==> config.mk <==
export PLATFORM = sky130hd
export DESIGN_NAME = integer_to_ascii_converter
export DESIGN_NICKNAME = d
export VERILOG_FILES = /design/src/hdl/itoa_pkg.sv /design/src/hdl/itoa_dabble.sv /design/src/hdl/integer_to_ascii_converter.sv
export VERILOG_INCLUDE_DIRS = /design/src /design/src/hdl
export SDC_FILE = /design/constraint.sdc
export NUM_CORES = 1
export LEC_CHECK = 0
export BUFFER_PORTS_ARGS = -buffer_cell sky130_fd_sc_hd__buf_4
export CORE_MARGIN = 4
export CORE_UTILIZATION = 25
export CTS_CLUSTER_SIZE = 14
export DETAILED_ROUTE_END_ITERATION = 12
export GPL_ROUTABILITY_DRIVEN = 0
export PLACE_DENSITY_LB_ADDON = 0.25
export REMOVE_ABC_BUFFERS = 1
export SYNTH_ARGS = -nofsm -noshare
export SYNTH_HDL_FRONTEND = slang
export SYNTH_SLANG_ARGS = --single-unit
==> constraint.sdc <==
create_clock -name clk -period 21.4 [get_ports clk]
set_input_delay 4.28 -clock clk [delete_from_list [all_inputs] [get_ports clk]]
set_output_delay 4.28 -clock clk [all_outputs]
set_load 0.1 [all_outputs]
==> src/hdl/assert_macros.svh <==
// Assertion macros used by the converter RTL.
`ifndef ASSERT_MACROS_SVH
`define ASSERT_MACROS_SVH

// Same-cycle implication, checked out of reset.
`define ASSERT_SAME(label, ante, cons, msg) \
    label: assert property (@(posedge clk) disable iff (!rst_n) (ante) |-> (cons)) \
        else $error(msg);

// Next-cycle implication, checked out of reset.
`define ASSERT_NEXT(label, ante, cons, msg) \
    label: assert property (@(posedge clk) disable iff (!rst_n) (ante) |=> (cons)) \
        else $error(msg);

`endif

==> src/hdl/itoa_pkg.sv <==
// Shared constants, types and helpers for the integer to ASCII converter.
package itoa_pkg;

    localparam int VALUE_BITS_DEF = 64;

    localparam logic [1:0] OP_SDEC = 2'd0;
    localparam logic [1:0] OP_UDEC = 2'd1;
    localparam logic [1:0] OP_HEX  = 2'd2;
    localparam logic [1:0] OP_NONE = 2'd3;

    localparam logic [7:0] CHAR_MINUS = 8'h2D;
    localparam logic [7:0] CHAR_ZERO  = 8'h30;
    localparam logic [7:0] CHAR_A     = 8'h41;
    localparam logic [3:0] DEC_BASE   = 4'd10;

    // Status of the binary-to-BCD unit.
    typedef struct packed {
        logic busy;
        logic done;
    } dab_status_t;

    // One digit to its ASCII code, upper case for hex digits.
    function automatic logic [7:0] digit_char(input logic [3:0] d);
        logic [7:0] d8;
        d8 = {4'b0000, d};
        if (d < DEC_BASE)
            return CHAR_ZERO + d8;
        else
            return CHAR_A + d8 - {4'b0000, DEC_BASE};
    endfunction

endpackage

==> src/hdl/itoa_dabble.sv <==
// Iterative binary to BCD converter (shift and add-3, one bit per cycle).
module itoa_dabble #(
    parameter int VALUE_BITS = itoa_pkg::VALUE_BITS_DEF,
    parameter int NDIG       = 20
) (
    input  logic                    clk,
    input  logic                    rst_n,
    input  logic                    start,
    input  logic [VALUE_BITS-1:0]   operand,
    output itoa_pkg::dab_status_t   status,
    output logic [NDIG*4-1:0]       bcd
);

    localparam int CW = $clog2(VALUE_BITS + 1);
    localparam int BW = NDIG * 4;

    logic [VALUE_BITS-1:0] bin_reg;
    logic [BW-1:0]         bcd_reg;
    logic [BW-1:0]         bcd_adj;
    logic [CW-1:0]         cnt_reg;
    logic                  busy_reg;
    logic                  done_reg;

    // Add 3 to every digit of 5 or more before the shift.
    always_comb
    begin
        for (int i = 0; i < NDIG; i++)
        begin
            if (bcd_reg[i*4 +: 4] > 4'd4)
                bcd_adj[i*4 +: 4] = bcd_reg[i*4 +: 4] + 4'd3;
            else
                bcd_adj[i*4 +: 4] = bcd_reg[i*4 +: 4];
        end
    end

    always_ff @(posedge clk or negedge rst_n)
    begin
        if (!rst_n)
        begin
            busy_reg <= 1'b0;
            done_reg <= 1'b0;
            cnt_reg  <= '0;
        end
        else
        begin
            done_reg <= 1'b0;
            if (start)
            begin
                busy_reg <= 1'b1;
                cnt_reg  <= CW'(VALUE_BITS);
            end
            else if (busy_reg)
            begin
                cnt_reg <= cnt_reg - CW'(1);
                if (cnt_reg == CW'(1))
                begin
                    busy_reg <= 1'b0;
                    done_reg <= 1'b1;
                end
            end
        end
    end

    always_ff @(posedge clk)
    begin
        if (start)
        begin
            bin_reg <= operand;
            bcd_reg <= '0;
        end
        else if (busy_reg)
        begin
            bin_reg <= {bin_reg[VALUE_BITS-2:0], 1'b0};
            bcd_reg <= {bcd_adj[BW-2:0], bin_reg[VALUE_BITS-1]};
        end
    end

    assign status.busy = busy_reg;
    assign status.done = done_reg;
    assign bcd         = bcd_reg;

endmodule

==> src/hdl/integer_to_ascii_converter.sv <==
// Integer to ASCII converter: signed/unsigned decimal or upper case hex text, one char per transfer.
// Decimal: the operand is shifted through the shift-and-add-3 unit, the BCD digits are captured,
//   then a minus if negative, then the digit slots, one per cycle while the output slot is free
//   (leading zeros skipped, NDIG slots); the next input is taken once the last char is registered.
// Hex: the nibbles go straight to the digit slots and are emitted the same way. One in flight.
// rst_n is asynchronous, active low; it clears the sequencer and the output valid.
module integer_to_ascii_converter #(
    parameter int VALUE_BITS = itoa_pkg::VALUE_BITS_DEF
) (
    input  logic        clk,
    input  logic        rst_n,
    input  logic        in_valid,
    output logic        in_ready,
    input  logic [63:0] value,
    input  logic [1:0]  opcode,
    output logic        out_valid,
    input  logic        out_ready,
    output logic [7:0]  character,
    output logic        last
);

    // Decimal digits of 2^VALUE_BITS - 1; also covers the hex digit count.
    localparam int NDIG = (VALUE_BITS * 30103) / 100000 + 1;
    localparam int DW   = NDIG * 4;
    localparam int RW   = $clog2(NDIG + 1);

    typedef enum logic [1:0] {ST_IDLE, ST_CONV, ST_EMIT} state_t;

    state_t          state_reg, state_next;
    logic [DW-1:0]   digits_reg, digits_next;
    logic [RW-1:0]   remain_reg, remain_next;
    logic            started_reg, started_next;
    logic            neg_reg, neg_next;
    logic            minus_reg, minus_next;
    logic            out_valid_reg, out_valid_next;
    logic [7:0]      char_reg, char_next;
    logic            last_reg, last_next;

    logic [VALUE_BITS-1:0] operand;
    logic [VALUE_BITS-1:0] magnitude;
    logic                  is_neg;
    logic                  in_xfer;
    logic                  dab_start;
    logic                  out_free;
    logic [3:0]            top_digit;
    logic [DW-1:0]         bcd;
    itoa_pkg::dab_status_t dab_st;

    // Only the low VALUE_BITS of the operand count. The most negative value
    // negates to itself, which read unsigned is 2^(VALUE_BITS-1).
    assign operand   = value[VALUE_BITS-1:0];
    assign is_neg    = (opcode == itoa_pkg::OP_SDEC) && operand[VALUE_BITS-1];
    assign magnitude = is_neg ? (~operand + VALUE_BITS'(1)) : operand;

    assign in_ready  = (state_reg == ST_IDLE);
    assign in_xfer   = in_valid && in_ready;
    assign dab_start = in_xfer &&
                       ((opcode == itoa_pkg::OP_SDEC) || (opcode == itoa_pkg::OP_UDEC));

    // Output slot is free when empty or being drained this cycle.
    assign out_free  = !out_valid_reg || out_ready;
    assign top_digit = digits_reg[DW-1 -: 4];

    itoa_dabble #(
        .VALUE_BITS (VALUE_BITS),
        .NDIG       (NDIG)
    ) u_dabble (
        .clk     (clk),
        .rst_n   (rst_n),
        .start   (dab_start),
        .operand (magnitude),
        .status  (dab_st),
        .bcd     (bcd)
    );

    always_comb
    begin
        state_next     = state_reg;
        digits_next    = digits_reg;
        remain_next    = remain_reg;
        started_next   = started_reg;
        neg_next       = neg_reg;
        minus_next     = minus_reg;
        char_next      = char_reg;
        last_next      = last_reg;
        out_valid_next = out_valid_reg && !out_ready;

        case (state_reg)
            ST_IDLE:
            begin
                if (in_xfer)
                begin
                    remain_next  = RW'(NDIG);
                    started_next = 1'b0;
                    neg_next     = is_neg;
                    minus_next   = 1'b0;
                    if (opcode == itoa_pkg::OP_HEX)
                    begin
                        // Nibbles go straight to the digit register.
                        digits_next = {{(DW-VALUE_BITS){1'b0}}, operand};
                        state_next  = ST_EMIT;
                    end
                    else if (opcode != itoa_pkg::OP_NONE)
                    begin
                        state_next = ST_CONV;
                    end
                end
            end
            ST_CONV:
            begin
                if (dab_st.done)
                begin
                    digits_next = bcd;
                    minus_next  = neg_reg;
                    state_next  = ST_EMIT;
                end
            end
            ST_EMIT:
            begin
                if (out_free)
                begin
                    if (minus_reg)
                    begin
                        out_valid_next = 1'b1;
                        char_next      = itoa_pkg::CHAR_MINUS;
                        last_next      = 1'b0;
                        minus_next     = 1'b0;
                    end
                    else if (!started_reg && (top_digit == 4'd0) && (remain_reg > RW'(1)))
                    begin
                        // Leading zero: drop it, emit nothing.
                        digits_next = {digits_reg[DW-5:0], 4'b0000};
                        remain_next = remain_reg - RW'(1);
                    end
                    else
                    begin
                        out_valid_next = 1'b1;
                        char_next      = itoa_pkg::digit_char(top_digit);
                        last_next      = (remain_reg == RW'(1));
                        started_next   = 1'b1;
                        digits_next    = {digits_reg[DW-5:0], 4'b0000};
                        remain_next    = remain_reg - RW'(1);
                        if (remain_reg == RW'(1))
                            state_next = ST_IDLE;
                    end
                end
            end
            default:
            begin
                state_next = ST_IDLE;
            end
        endcase
    end

    always_ff @(posedge clk or negedge rst_n)
    begin
        if (!rst_n)
        begin
            state_reg     <= ST_IDLE;
            remain_reg    <= '0;
            started_reg   <= 1'b0;
            neg_reg       <= 1'b0;
            minus_reg     <= 1'b0;
            out_valid_reg <= 1'b0;
        end
        else
        begin
            state_reg     <= state_next;
            remain_reg    <= remain_next;
            started_reg   <= started_next;
            neg_reg       <= neg_next;
            minus_reg     <= minus_next;
            out_valid_reg <= out_valid_next;
        end
    end

    // Payload registers, no reset needed.
    always_ff @(posedge clk)
    begin
        digits_reg <= digits_next;
        char_reg   <= char_next;
        last_reg   <= last_next;
    end

    assign out_valid = out_valid_reg;
    assign character = char_reg;
    assign last      = last_reg;

    `include "assert_macros.svh"

    `ASSERT_SAME(a_ready_unit_idle, in_ready, !dab_st.busy, "accepting while BCD unit busy")
    `ASSERT_SAME(a_done_in_conv, dab_st.done, state_reg == ST_CONV, "BCD done outside conversion")
    `ASSERT_SAME(a_emit_has_digits, state_reg == ST_EMIT, remain_reg != '0, "emit with no digits left")
    `ASSERT_SAME(a_minus_in_emit, minus_reg, state_reg == ST_EMIT, "sign pending outside emit")
    `ASSERT_NEXT(a_start_busy, dab_start, dab_st.busy && state_reg == ST_CONV, "conversion not started")

endmodule

==> results of run 1 <==
-- layer usage --
metal,vias to the layer above,wire (microns),GRT usage
li1,5185,-,-
met1,4902,17430,0.1718
met2,203,15060,0.1812
met3,46,1712,0.02466
met4,4,548,0.02518
met5,-,27,0
-- power by group through the flow --
stage               logic (uW)  registers [uW]  clock network (uW)
finish                    1070            1050                 523
global route              1220            1080                 560
CTS                       1080            1050                 542
detailed placement        1080            1050                   0
global placement          1050            1050                   0
floorplan                  767            1120                   0
-- critical path: cells and delay by family --
family	cells	cell delay, ns
buffers and inverters	2	0.23
XOR/XNOR	1	0.23
adder cells (fa/ha/maj)	1	0.18
AND/OR/NAND/NOR	3	2.03
AO/OA/AOI/OAI	2	0.40
-- cells in the mapped netlist (3+ instances only) --
cell type	count
nor3_1	16
a22o_1	18
dfxtp_1	80
nand2b_1	8
a32oi_1	10
o41ai_1	5
nand2_1	132
buf_1	8
nor4_4	3
o21a_1	4
dfrtp_1	20
or4_1	7
a22oi_1	60
o31ai_1	4
nor2_1	175
buf_2	5
o21bai_1	10
edfxtp_1	152
o21ai_0	126
nand3_1	17
inv_1	81
or3_1	22
nor4_1	3
a31oi_1	18
a21oi_1	113
o21ai_1	16
buf_4	3
xnor2_1	67
clkbuf_1	71
xor2_1	20
and2_1	5
ha_1	41
mux2i_1	41
a311oi_1	21
nor4_2	4
-- worst max path at each step --
stage	start	end	slack (ns)
2_1_floorplan	out_ready	digits_reg[0]	3.33
3_3_place_gp	value[0]	u_dabble.bin_reg[48]	13.93
3_5_place_dp	value[0]	u_dabble.bin_reg[48]	13.91
4_1_cts	value[0]	u_dabble.bin_reg[48]	14.50
5_1_grt	value[0]	u_dabble.bin_reg[48]	14.15
6_report	value[0]	u_dabble.bin_reg[48]	14.34
-- cell type report --
| cell class | count | share of cell area |
|---|---|---|
| diodes | 2 | 0.0003178 |
| clock buffers | 48 | 0.05713 |
| clock inverters | 10 | 0.006992 |
| inverters | 81 | 0.01931 |
| multi-input cells | 1001 | 0.3960 |
| flip-flops and latches | 252 | 0.4236 |
| well taps | 688 | 0.05467 |
| repair buffers | 88 | 0.04195 |
-- cells by family (layout without fill, tap and decap cells) --
family          count (synthesis)  after routing  share of synthesized area
flops                         252            252                     0.4936
fa+ha+maj                      41             41                    0.03798
simple gates                  409            409                     0.1389
buf+inv                       168            227                    0.04799
compound gates                421            421                     0.1937
mux                            42             42                    0.03122
xor+xnor                       87             87                    0.05641
other cells                     1              3                  0.0002776
-- metrics by stage --
step           std cells  setup slack (ns)    util  hold slack [ns]
3_5_place_dp        2110             13.91  0.2781           0.4787
2_1_floorplan       1334             3.327       -           0.4450
6_report            2170             14.34  0.2973           0.4892
3_3_place_gp        2110             13.93  0.2781           0.4672
4_1_cts             2168             14.50  0.2972           0.4866
5_1_grt             2168             14.15  0.2972           0.5242
==> run_results.csv, run 1 <==
group,metric,value,unit
hold_path,whs_path_depth,2,
route,via_per_inst,4.765,
layout,final_common_cell,"nor2_1",
sta,drv_slew,0,
synthesis,synth.distinct_cells,62,
synthesis,syn_area_per_cell,9.505,sq um
clocking,cts.repair.resized,0,
worst_setup_path,regToRegSetupSlack,18.49,ns
worst_setup_path,start_kind,"input pin",
route,detail-route-antenna-nets,0,
hold_path,hold_class,"reg2reg",
route,drc,0,
grt,grt_first_pass_wirelength,55.55,mm
clocking,cts_buffers,31,
synthesis,ys.flop_type,"edfxtp_1",
sta,final.setup.tns,0,ns
sta,fin_skew,0.02028,ns
layout,nNetsFinal,1566,
power_and_ir_drop,swShare,0.3982,
power_and_ir_drop,p_sw,1049,uW
power_and_ir_drop,power.density,167.3,mW/mm^2
clocking,h-tree-depth,1,
floorplan,std_cell_rows,84,
route,drt_iter0_markers,703,
flow_run,maxCapViolCount,0,
worst_setup_path,cp_data_arrival_time,7.36,ns
clocking,cts_tree,"yes",
sta,rsz0062_at_grt,"no",
route,wl,34.77,mm
clocking,clockBufferDepth,3,
sta,finalCritPeriodShare,0.3301,
floorplan,start_util,0.2550,
clocking,clock_sinks,252,
synthesis,synth_area_leaders,"edfxtp_1 (34%), dfxtp_1 (12%), nor2_1 (4.9%)",
route,wl_per_cell,16.02,microns
synthesis,async_reset_ff_frac,0.07937,
synthesis,syn-cell-area,0.01351,sq mm
layout,drive_gt1_frac,0.1081,
synthesis,ys_warn_count,0,
clocking,root_buffer,"clkbuf_16",
layout,fin_area,0.01575,sq mm
outcome,status,"finished clean",
worst_setup_path,rr_startpoint,"state_reg[0]",
sta,worst_pin_slew,1.129,ns
worst_setup_path,critPathMaxFanout,12,
worst_setup_path,r2r_end,"digits_reg[4]",
grt,grt_pass1_vias,9987,
worst_setup_path,path_cells,"buf_4 -> inv_1 -> ha_1 -> nor3b_1 -> nand4_2 -> nor3_2 -> a41oi_1 -> xnor2_1 -> o21ai_0",
power_and_ir_drop,peakVddDrop,79.94,uV
route,dr.pass1.iters,5,
place,io_buffers,79,
power_and_ir_drop,combPwrFrac,0.405,
layout,syn2layout_area_growth,16.58,%
hold_path,min-delay-start,"neg_reg",
clocking,clk_pin_slew,0.06,ns
synthesis,synth_edf_count,152,
power_and_ir_drop,p_total,2634,uW
grt,antenna_found_initial,4,
clocking,clk_latency,0.58,ns
floorplan,core,0.05297,sq mm
grt,grt_use_total,0.1180,
power_and_ir_drop,total_leakage_power,0.006170,uW
clocking,post-cts-setup-buffers,0,
floorplan,dieArea,0.05781,sq mm
synthesis,ys_seq_elements,252,
floorplan,die_y,240.4,microns
worst_setup_path,worst_r2r_path_depth,6,
hold_path,whs_endpoint,"neg_reg",
synthesis,seq_area_frac_synth,0.4936,
power_and_ir_drop,pwr-share-seq,0.397,
clocking,cts_hold_buffers,0,
synthesis,netlist_instances,1421,
power_and_ir_drop,clock_power_share,0.199,
worst_setup_path,required,21.69,ns
sta,finalHoldViolations,0,
worst_setup_path,cp-end-kind,"register",
sta,max-slew-margin-rel,0.2435,
synthesis,synth_top_cell_area_share,0.3379,
route,num_vias,10340,
floorplan,fp.dieW,240.4,microns
grt,grt_max_degree,95,
sta,fin_crit,7.064,ns
synthesis,synth_top_cell_by_area,"edfxtp_1",
worst_setup_path,cpPeakStageDelay,0.98,ns
layout,multi_input_area,0.006236,sq mm
place,hpwlAfterDp,22.68,mm
worst_setup_path,worst-setup-path-type,"in2reg",
sta,clock.fmax,141.6,MHz
place,place_area,0.01473,sq mm
worst_setup_path,cpMaxStageDelayCell,"nor3_2",
layout,seq_area,0.006670,sq mm
layout,layout_common_cells,"nor2_1 (174), edfxtp_1 (152), nand2_1 (131)",
layout,n_fill_cell,5590,
sta,setup_viol_count_final,0,
power_and_ir_drop,p_int,1585,uW
grt,grt_overflow_total,0,
floorplan,io_pins,81,
No activity file was read; power rests on OpenSTA's default activity.
==> run 2: changes to the inputs <==
==> constraint.sdc (replaced) <==
create_clock -name clk -period 5.7 [get_ports clk]
set_input_delay 1.14 -clock clk [delete_from_list [all_inputs] [get_ports clk]]
set_output_delay 1.14 -clock clk [all_outputs]
set_load 0.1 [all_outputs]
==> run 2 against run 1 <==
Power increased to 3.8 times the previous value. Wire length increased by 0.42%. Worst hold slack got worse by 0.032 ns. Flip-flop and latch count unchanged. Critical path depth unchanged. Die area unchanged. Register-to-register slack got worse by 15 ns. Clock-buffer cell count decreased by 5. Sequential share of layout area about the same. Setup slack got worse by 13 ns. Clock skew decreased by 0.0040 ns. Critical endpoint is now u_dabble.bin_reg[52]. Largest cell class unchanged.
==> run_results.csv, run 2 (synthesis gave the netlist of run 1 again) <==
group,metric,value,unit
outcome,status,"finished clean",
floorplan,die_y,240.4,microns
sta,max-slew-margin-rel,0.2147,
clocking,post-cts-setup-buffers,0,
clocking,clockBufferDepth,3,
floorplan,fp.dieW,240.4,microns
place,io_buffers,79,
layout,finalNonFillerCells,2167,
layout,drive_gt1_frac,0.1083,
grt,antenna_found_initial,2,
power_and_ir_drop,p_total,9903,uW
worst_setup_path,required,5.99,ns
sta,fin_skew,0.01633,ns
layout,n_fill_cell,5538,
worst_setup_path,regToRegSetupSlack,3.03,ns
clocking,clk_latency,0.57,ns
route,num_vias,10415,
route,drt_iter0_markers,592,
power_and_ir_drop,total_leakage_power,0.006172,uW
sta,fin_crit,3.969,ns
sta,setup_slack,1.731,ns
sta,drv_slew,0,
floorplan,io_pins,81,
route,wl_per_cell,16.11,microns
floorplan,core,0.05297,sq mm
layout,layout_common_cells,"nor2_1 (174), edfxtp_1 (152), nand2_1 (131)",
clocking,cts.repair.resized,0,
floorplan,start_util,0.2550,
route,dr.pass1.iters,5,
clocking,cts_hold_buffers,0,
place,dp_slack,1.278,ns
sta,rsz0062_at_grt,"no",
worst_setup_path,path_cells,"buf_4 -> inv_1 -> ha_1 -> nor3b_1 -> nand4_2 -> nor3_2 -> a41oi_1 -> xnor2_1 -> o21ai_1",
worst_setup_path,cp_data_arrival_time,4.26,ns
clocking,root_buffer,"clkbuf_16",
place,dp_cells,2110,
grt,grt_first_pass_wirelength,56.10,mm
route,wl,34.92,mm
flow_run,maxCapViolCount,0,
place,place_area,0.01474,sq mm
clocking,clock_sinks,252,
worst_setup_path,critPathMaxFanout,12,
worst_setup_path,cpPeakStageDelay,1.02,ns
sta,setup_viol_count_final,0,
layout,fin_area,0.01575,sq mm
sta,finalCritPeriodShare,0.6963,
worst_setup_path,path_delay_family,"simple AND/OR/NAND/NOR gates",
grt,grt_use_total,0.1189,
clocking,clk_pin_slew,0.06,ns
layout,final_common_cell,"nor2_1",
worst_setup_path,cpMaxStageDelayCell,"nor3_2",
power_and_ir_drop,peakVddDrop,334.7,uV
sta,clock.fmax,251.9,MHz
power_and_ir_drop,power.density,628.7,mW/mm^2
route,detail-route-antenna-nets,0,
sta,worst_pin_slew,1.172,ns
clocking,cts_tree,"yes",
grt,grt_pass1_vias,10172,
floorplan,dieArea,0.05781,sq mm
worst_setup_path,worst-setup-path-type,"in2reg",
worst_setup_path,crit_buf_inv,2,
place,hpwlAfterDp,22.82,mm
floorplan,std_cell_rows,84,
sta,finalHoldViolations,0,
hold_path,hold_class,"in2async",
sta,final.setup.tns,0,ns
worst_setup_path,cp-end-kind,"register",
layout,nNetsFinal,1565,
layout,syn2layout_area_growth,16.61,%
grt,grt_overflow_total,0,
clocking,h-tree-depth,1,
route,drc,0,
route,via_per_inst,4.806,
clocking,cts_buffers,30,
grt,grt_max_degree,86,
worst_setup_path,start_kind,"input pin",
## run 2: path summary, 6_finish.rpt
path | from | end | depth (start not counted)
min reg2reg | neg_reg | neg_reg | 2
min in group clk | neg_reg | neg_reg | 2
min | rst_n | remain_reg[0] | 1
max in group asynchronous | rst_n | u_dabble.busy_reg | 1
max | value[0] | u_dabble.bin_reg[52] | 9
max reg2reg | u_dabble.busy_reg | u_dabble.cnt_reg[5] | 5
## run 2: power breakdown
group | internal, uW | switching [uW] | total (uW)
clock network | 1170 | 807 | 1970
logic | 1510 | 2500 | 4000
registers | 3280 | 648 | 3920
## run 2: worst reg2reg max path: stages, from the launching register on
cell,delay [ns]
dfrtp_4,0.87
buf_4,0.80
nor4b_1,0.54
nand2_1,0.13
xor2_1,0.15
nor2_1,0.05
## run 2: per-layer routing
layer	global-route usage	vias up	share of wire
li1	-	5187	-
met1	0.1721	4938	0.50
met2	0.1839	246	0.43
met3	0.02638	42	0.059
met4	0.02221	2	0.015
met5	0	-	0.00037
## run 2: area by class of cell
type / count / area [sq um] / area share
sequential: 252 / 6670 / 0.4235
timing repair buffer: 88 / 673.1 / 0.04274
antenna: 1 / 2.502 / 0.0001589
inverter: 81 / 304.0 / 0.01930
multi-input combinational: 1001 / 6236 / 0.3959
clock inverter: 13 / 163.9 / 0.01041
clock buffer: 43 / 839.6 / 0.05330
tap: 688 / 860.8 / 0.05466
## run 2: metrics by stage
stage,utilization,hold slack [ns]
3_3_place_gp,0.2783,0.4547
6_report,0.2973,0.4572
5_1_grt,0.2973,0.4498
4_1_cts,0.2973,0.4319
3_5_place_dp,0.2783,0.4727
2_1_floorplan,-,0.4450
==> run 3: changes to the inputs <==
--- a/config.mk
+++ b/config.mk
@@ -6,6 +6,7 @@
 export SDC_FILE = /design/constraint.sdc
 export NUM_CORES = 1
 export LEC_CHECK = 0
+export ABC_AREA = 1
 export BUFFER_PORTS_ARGS = -buffer_cell sky130_fd_sc_hd__buf_4
 export CORE_MARGIN = 4
 export CORE_UTILIZATION = 25
==> constraint.sdc (replaced) <==
create_clock -name clk -period 4 [get_ports clk]
set_input_delay 0.8 -clock clk [delete_from_list [all_inputs] [get_ports clk]]
set_output_delay 0.8 -clock clk [all_outputs]
set_load 0.1 [all_outputs]
==> run 3 against run 2 <==
First-iteration DRC count up 65%. Critical path depth up 1. Sequential power up 32%. Die area up 3.6%. Critical endpoint is now u_dabble.bcd[37]. Largest cell class unchanged. Highest routed layer is now met4.
==> run_results.csv, run 3 <==
group,metric,value,unit
outcome,status,"finished clean",
power_and_ir_drop,total_leakage_power,0.006653,uW
layout,syn2layout_area_growth,17.31,%
synthesis,ys_warn_count,0,
synthesis,synth_edf_count,152,
place,hpwlAfterDp,31.59,mm
clocking,cts_tree,"yes",
layout,diodes,0,
sta,drv_slew,0,
worst_setup_path,cp-end-kind,"register",
layout,nNetsFinal,1855,
worst_setup_path,crit_buf_inv,4,
route,dr.pass1.iters,5,
clocking,clockBufferDepth,3,
clocking,post-cts-setup-buffers,0,
grt,grt_pass1_vias,11706,
layout,fin_util,0.2971,
worst_setup_path,path_cells,"inv_1 -> ha_4 -> nand2_1 -> nor2_4 -> buf_4 -> inv_2 -> nand2_2 -> inv_2 -> o21ai_0 -> o22ai_1",
sta,final.setup.tns,0,ns
grt,grt_first_pass_wirelength,68.47,mm
route,drc,0,
sta,finalCritPeriodShare,0.6876,
layout,n_fill_cell,5912,
worst_setup_path,regToRegSetupSlack,1.25,ns
layout,drive_gt1_frac,0.1051,
synthesis,ys_seq_elements,252,
route,wl_per_cell,17.57,microns
grt,grt_max_degree,75,
sta,fin_crit,2.750,ns
worst_setup_path,cpMaxStageDelayCell,"inv_2",
clocking,cts_buffers,31,
synthesis,synth_area_leaders,"edfxtp_1 (33%), dfxtp_1 (11%), nand2_1 (9.0%)",
synthesis,syn-cell-area,0.01400,sq mm
worst_setup_path,start_kind,"register",
sta,worst_pin_slew,0.8768,ns
grt,antenna_found_initial,0,
floorplan,dieArea,0.05987,sq mm
synthesis,synth.distinct_cells,44,
synthesis,syn_area_per_cell,8.292,sq um
place,io_buffers,79,
clocking,root_buffer,"clkbuf_16",
sta,fin_skew,0.01067,ns
floorplan,io_pins,81,
floorplan,start_util,0.2532,
synthesis,netlist_top_cells_count,"nand2_1 (337), inv_1 (179), nand3_1 (174)",
sta,rsz0062_at_grt,"no",
sta,max-slew-margin-rel,0.4155,
synthesis,seq_area_frac_synth,0.4760,
hold_path,hold_class,"in2async",
clocking,cts.repair.resized,0,
layout,multi_input_area,0.006326,sq mm
synthesis,ys.flop_type,"edfxtp_1",
route,drt_iter0_markers,978,
worst_setup_path,crit_top_cell,"inv_2",
route,num_vias,12227,
worst_setup_path,worst-setup-path-type,"reg2reg",
sta,finalHoldViolations,0,
worst_setup_path,path_delay_family,"buffers and inverters",
clocking,clk_latency,0.58,ns
route,detail-route-antenna-nets,0,
sta,clock.fmax,363.6,MHz
floorplan,die_y,244.7,microns
synthesis,synth_top_cell_by_area,"edfxtp_1",
route,via_per_inst,4.858,
synthesis,async_reset_ff_frac,0.07937,
worst_setup_path,cpPeakStageDelay,0.53,ns
floorplan,std_cell_rows,86,
floorplan,core,0.05531,sq mm
floorplan,fp.dieW,244.7,microns
clocking,clk_pin_slew,0.06,ns
clocking,cts_hold_buffers,0,
clocking,clock_sinks,252,
layout,seq_area,0.006666,sq mm
power_and_ir_drop,peakVddDrop,464.5,uV
synthesis,synth.most_common_cell,"nand2_1",
clocking,h-tree-depth,1,
layout,layout_common_cells,"nand2_1 (336), inv_1 (179), nand3_1 (174)",
worst_setup_path,cp_data_arrival_time,3.25,ns
route,wl,44.21,mm
grt,grt_use_total,0.1434,
synthesis,netlist_instances,1689,
layout,final_common_cell,"nand2_1",
flow_run,maxCapViolCount,0,
worst_setup_path,required,4.50,ns
power_and_ir_drop,power.density,854.2,mW/mm^2
grt,grt_overflow_total,0,
synthesis,synth_top_cell_area_share,0.3259,
sta,setup_viol_count_final,0,
worst_setup_path,critPathMaxFanout,24,
==> run 3: cell count changes in the layout (fill, tap and decap cells not counted), moves of 59 or more <==
cell and delta:
nand2_1 +205, nand3_1 +157, inv_1 +98, xnor2_1 -63
a21oi_1 -60, a22oi_1 -59
==> run 3: worst paths after layout <==
check                             startpoint                   to  cells past startpoint
worst max-delay path            state_reg[0]     u_dabble.bcd[37]                     10
worst min-delay path                   rst_n         state_reg[0]                      1
worst max register to register  state_reg[0]     u_dabble.bcd[37]                     10
worst min register to register   started_reg          started_reg                      2
max in group asynchronous              rst_n  u_dabble.cnt_reg[3]                      1
min in group clk                   out_ready            out_valid                      2
==> run 3: per-stage QoR <==
stage          cells  instance area (sq um)  power [uW]  worst slack (ns)  hold slack (ns)
3_3_place_gp    2459                  15380       11090             1.094           0.4691
5_1_grt         2517                  16430       15120             1.063           0.1263
6_report        2517                  16430       14030             1.250           0.1203
4_1_cts         2517                  16430       14160             1.235           0.1039
2_1_floorplan   1616                  13680        9333            -1.661           0.4267
3_5_place_dp    2459                  15380       11210             1.044           0.4801
==> run 3: kinds of logic after synthesis <==
group	after synthesis	synth area share
other	1	0.0002678
buffers and inverters	260	0.07406
AO/OA/AOI/OAI	355	0.1543
AND/OR/NAND/NOR	729	0.2268
adder cells (fa/ha/maj)	41	0.03663
XOR/XNOR	51	0.03189
flip-flops	252	0.4760
==> run 3: layer usage <==
layer  track usage  share of wire  up-vias
met4       0.03944          0.025        0
met2        0.2390           0.47      332
li1              -              -     5955
met3       0.01901          0.055       67
met5             0              0        -
met1        0.1963           0.45     5873
==> run 3: power by group <==
group | internal (uW) | switching, uW
sequential | 4600 | 571
combinational | 1890 | 4090
clock | 1730 | 1150
==> run 3: area by class of cell <==
class                           count  share of cell area
Clock buffer                       50             0.05971
Clock inverter                      8            0.004265
Inverter                          187             0.04333
Multi-Input combinational cell   1177              0.3850
Sequential cell                   252              0.4058
Tap cell                          748             0.05696
Timing Repair Buffer               95             0.04493
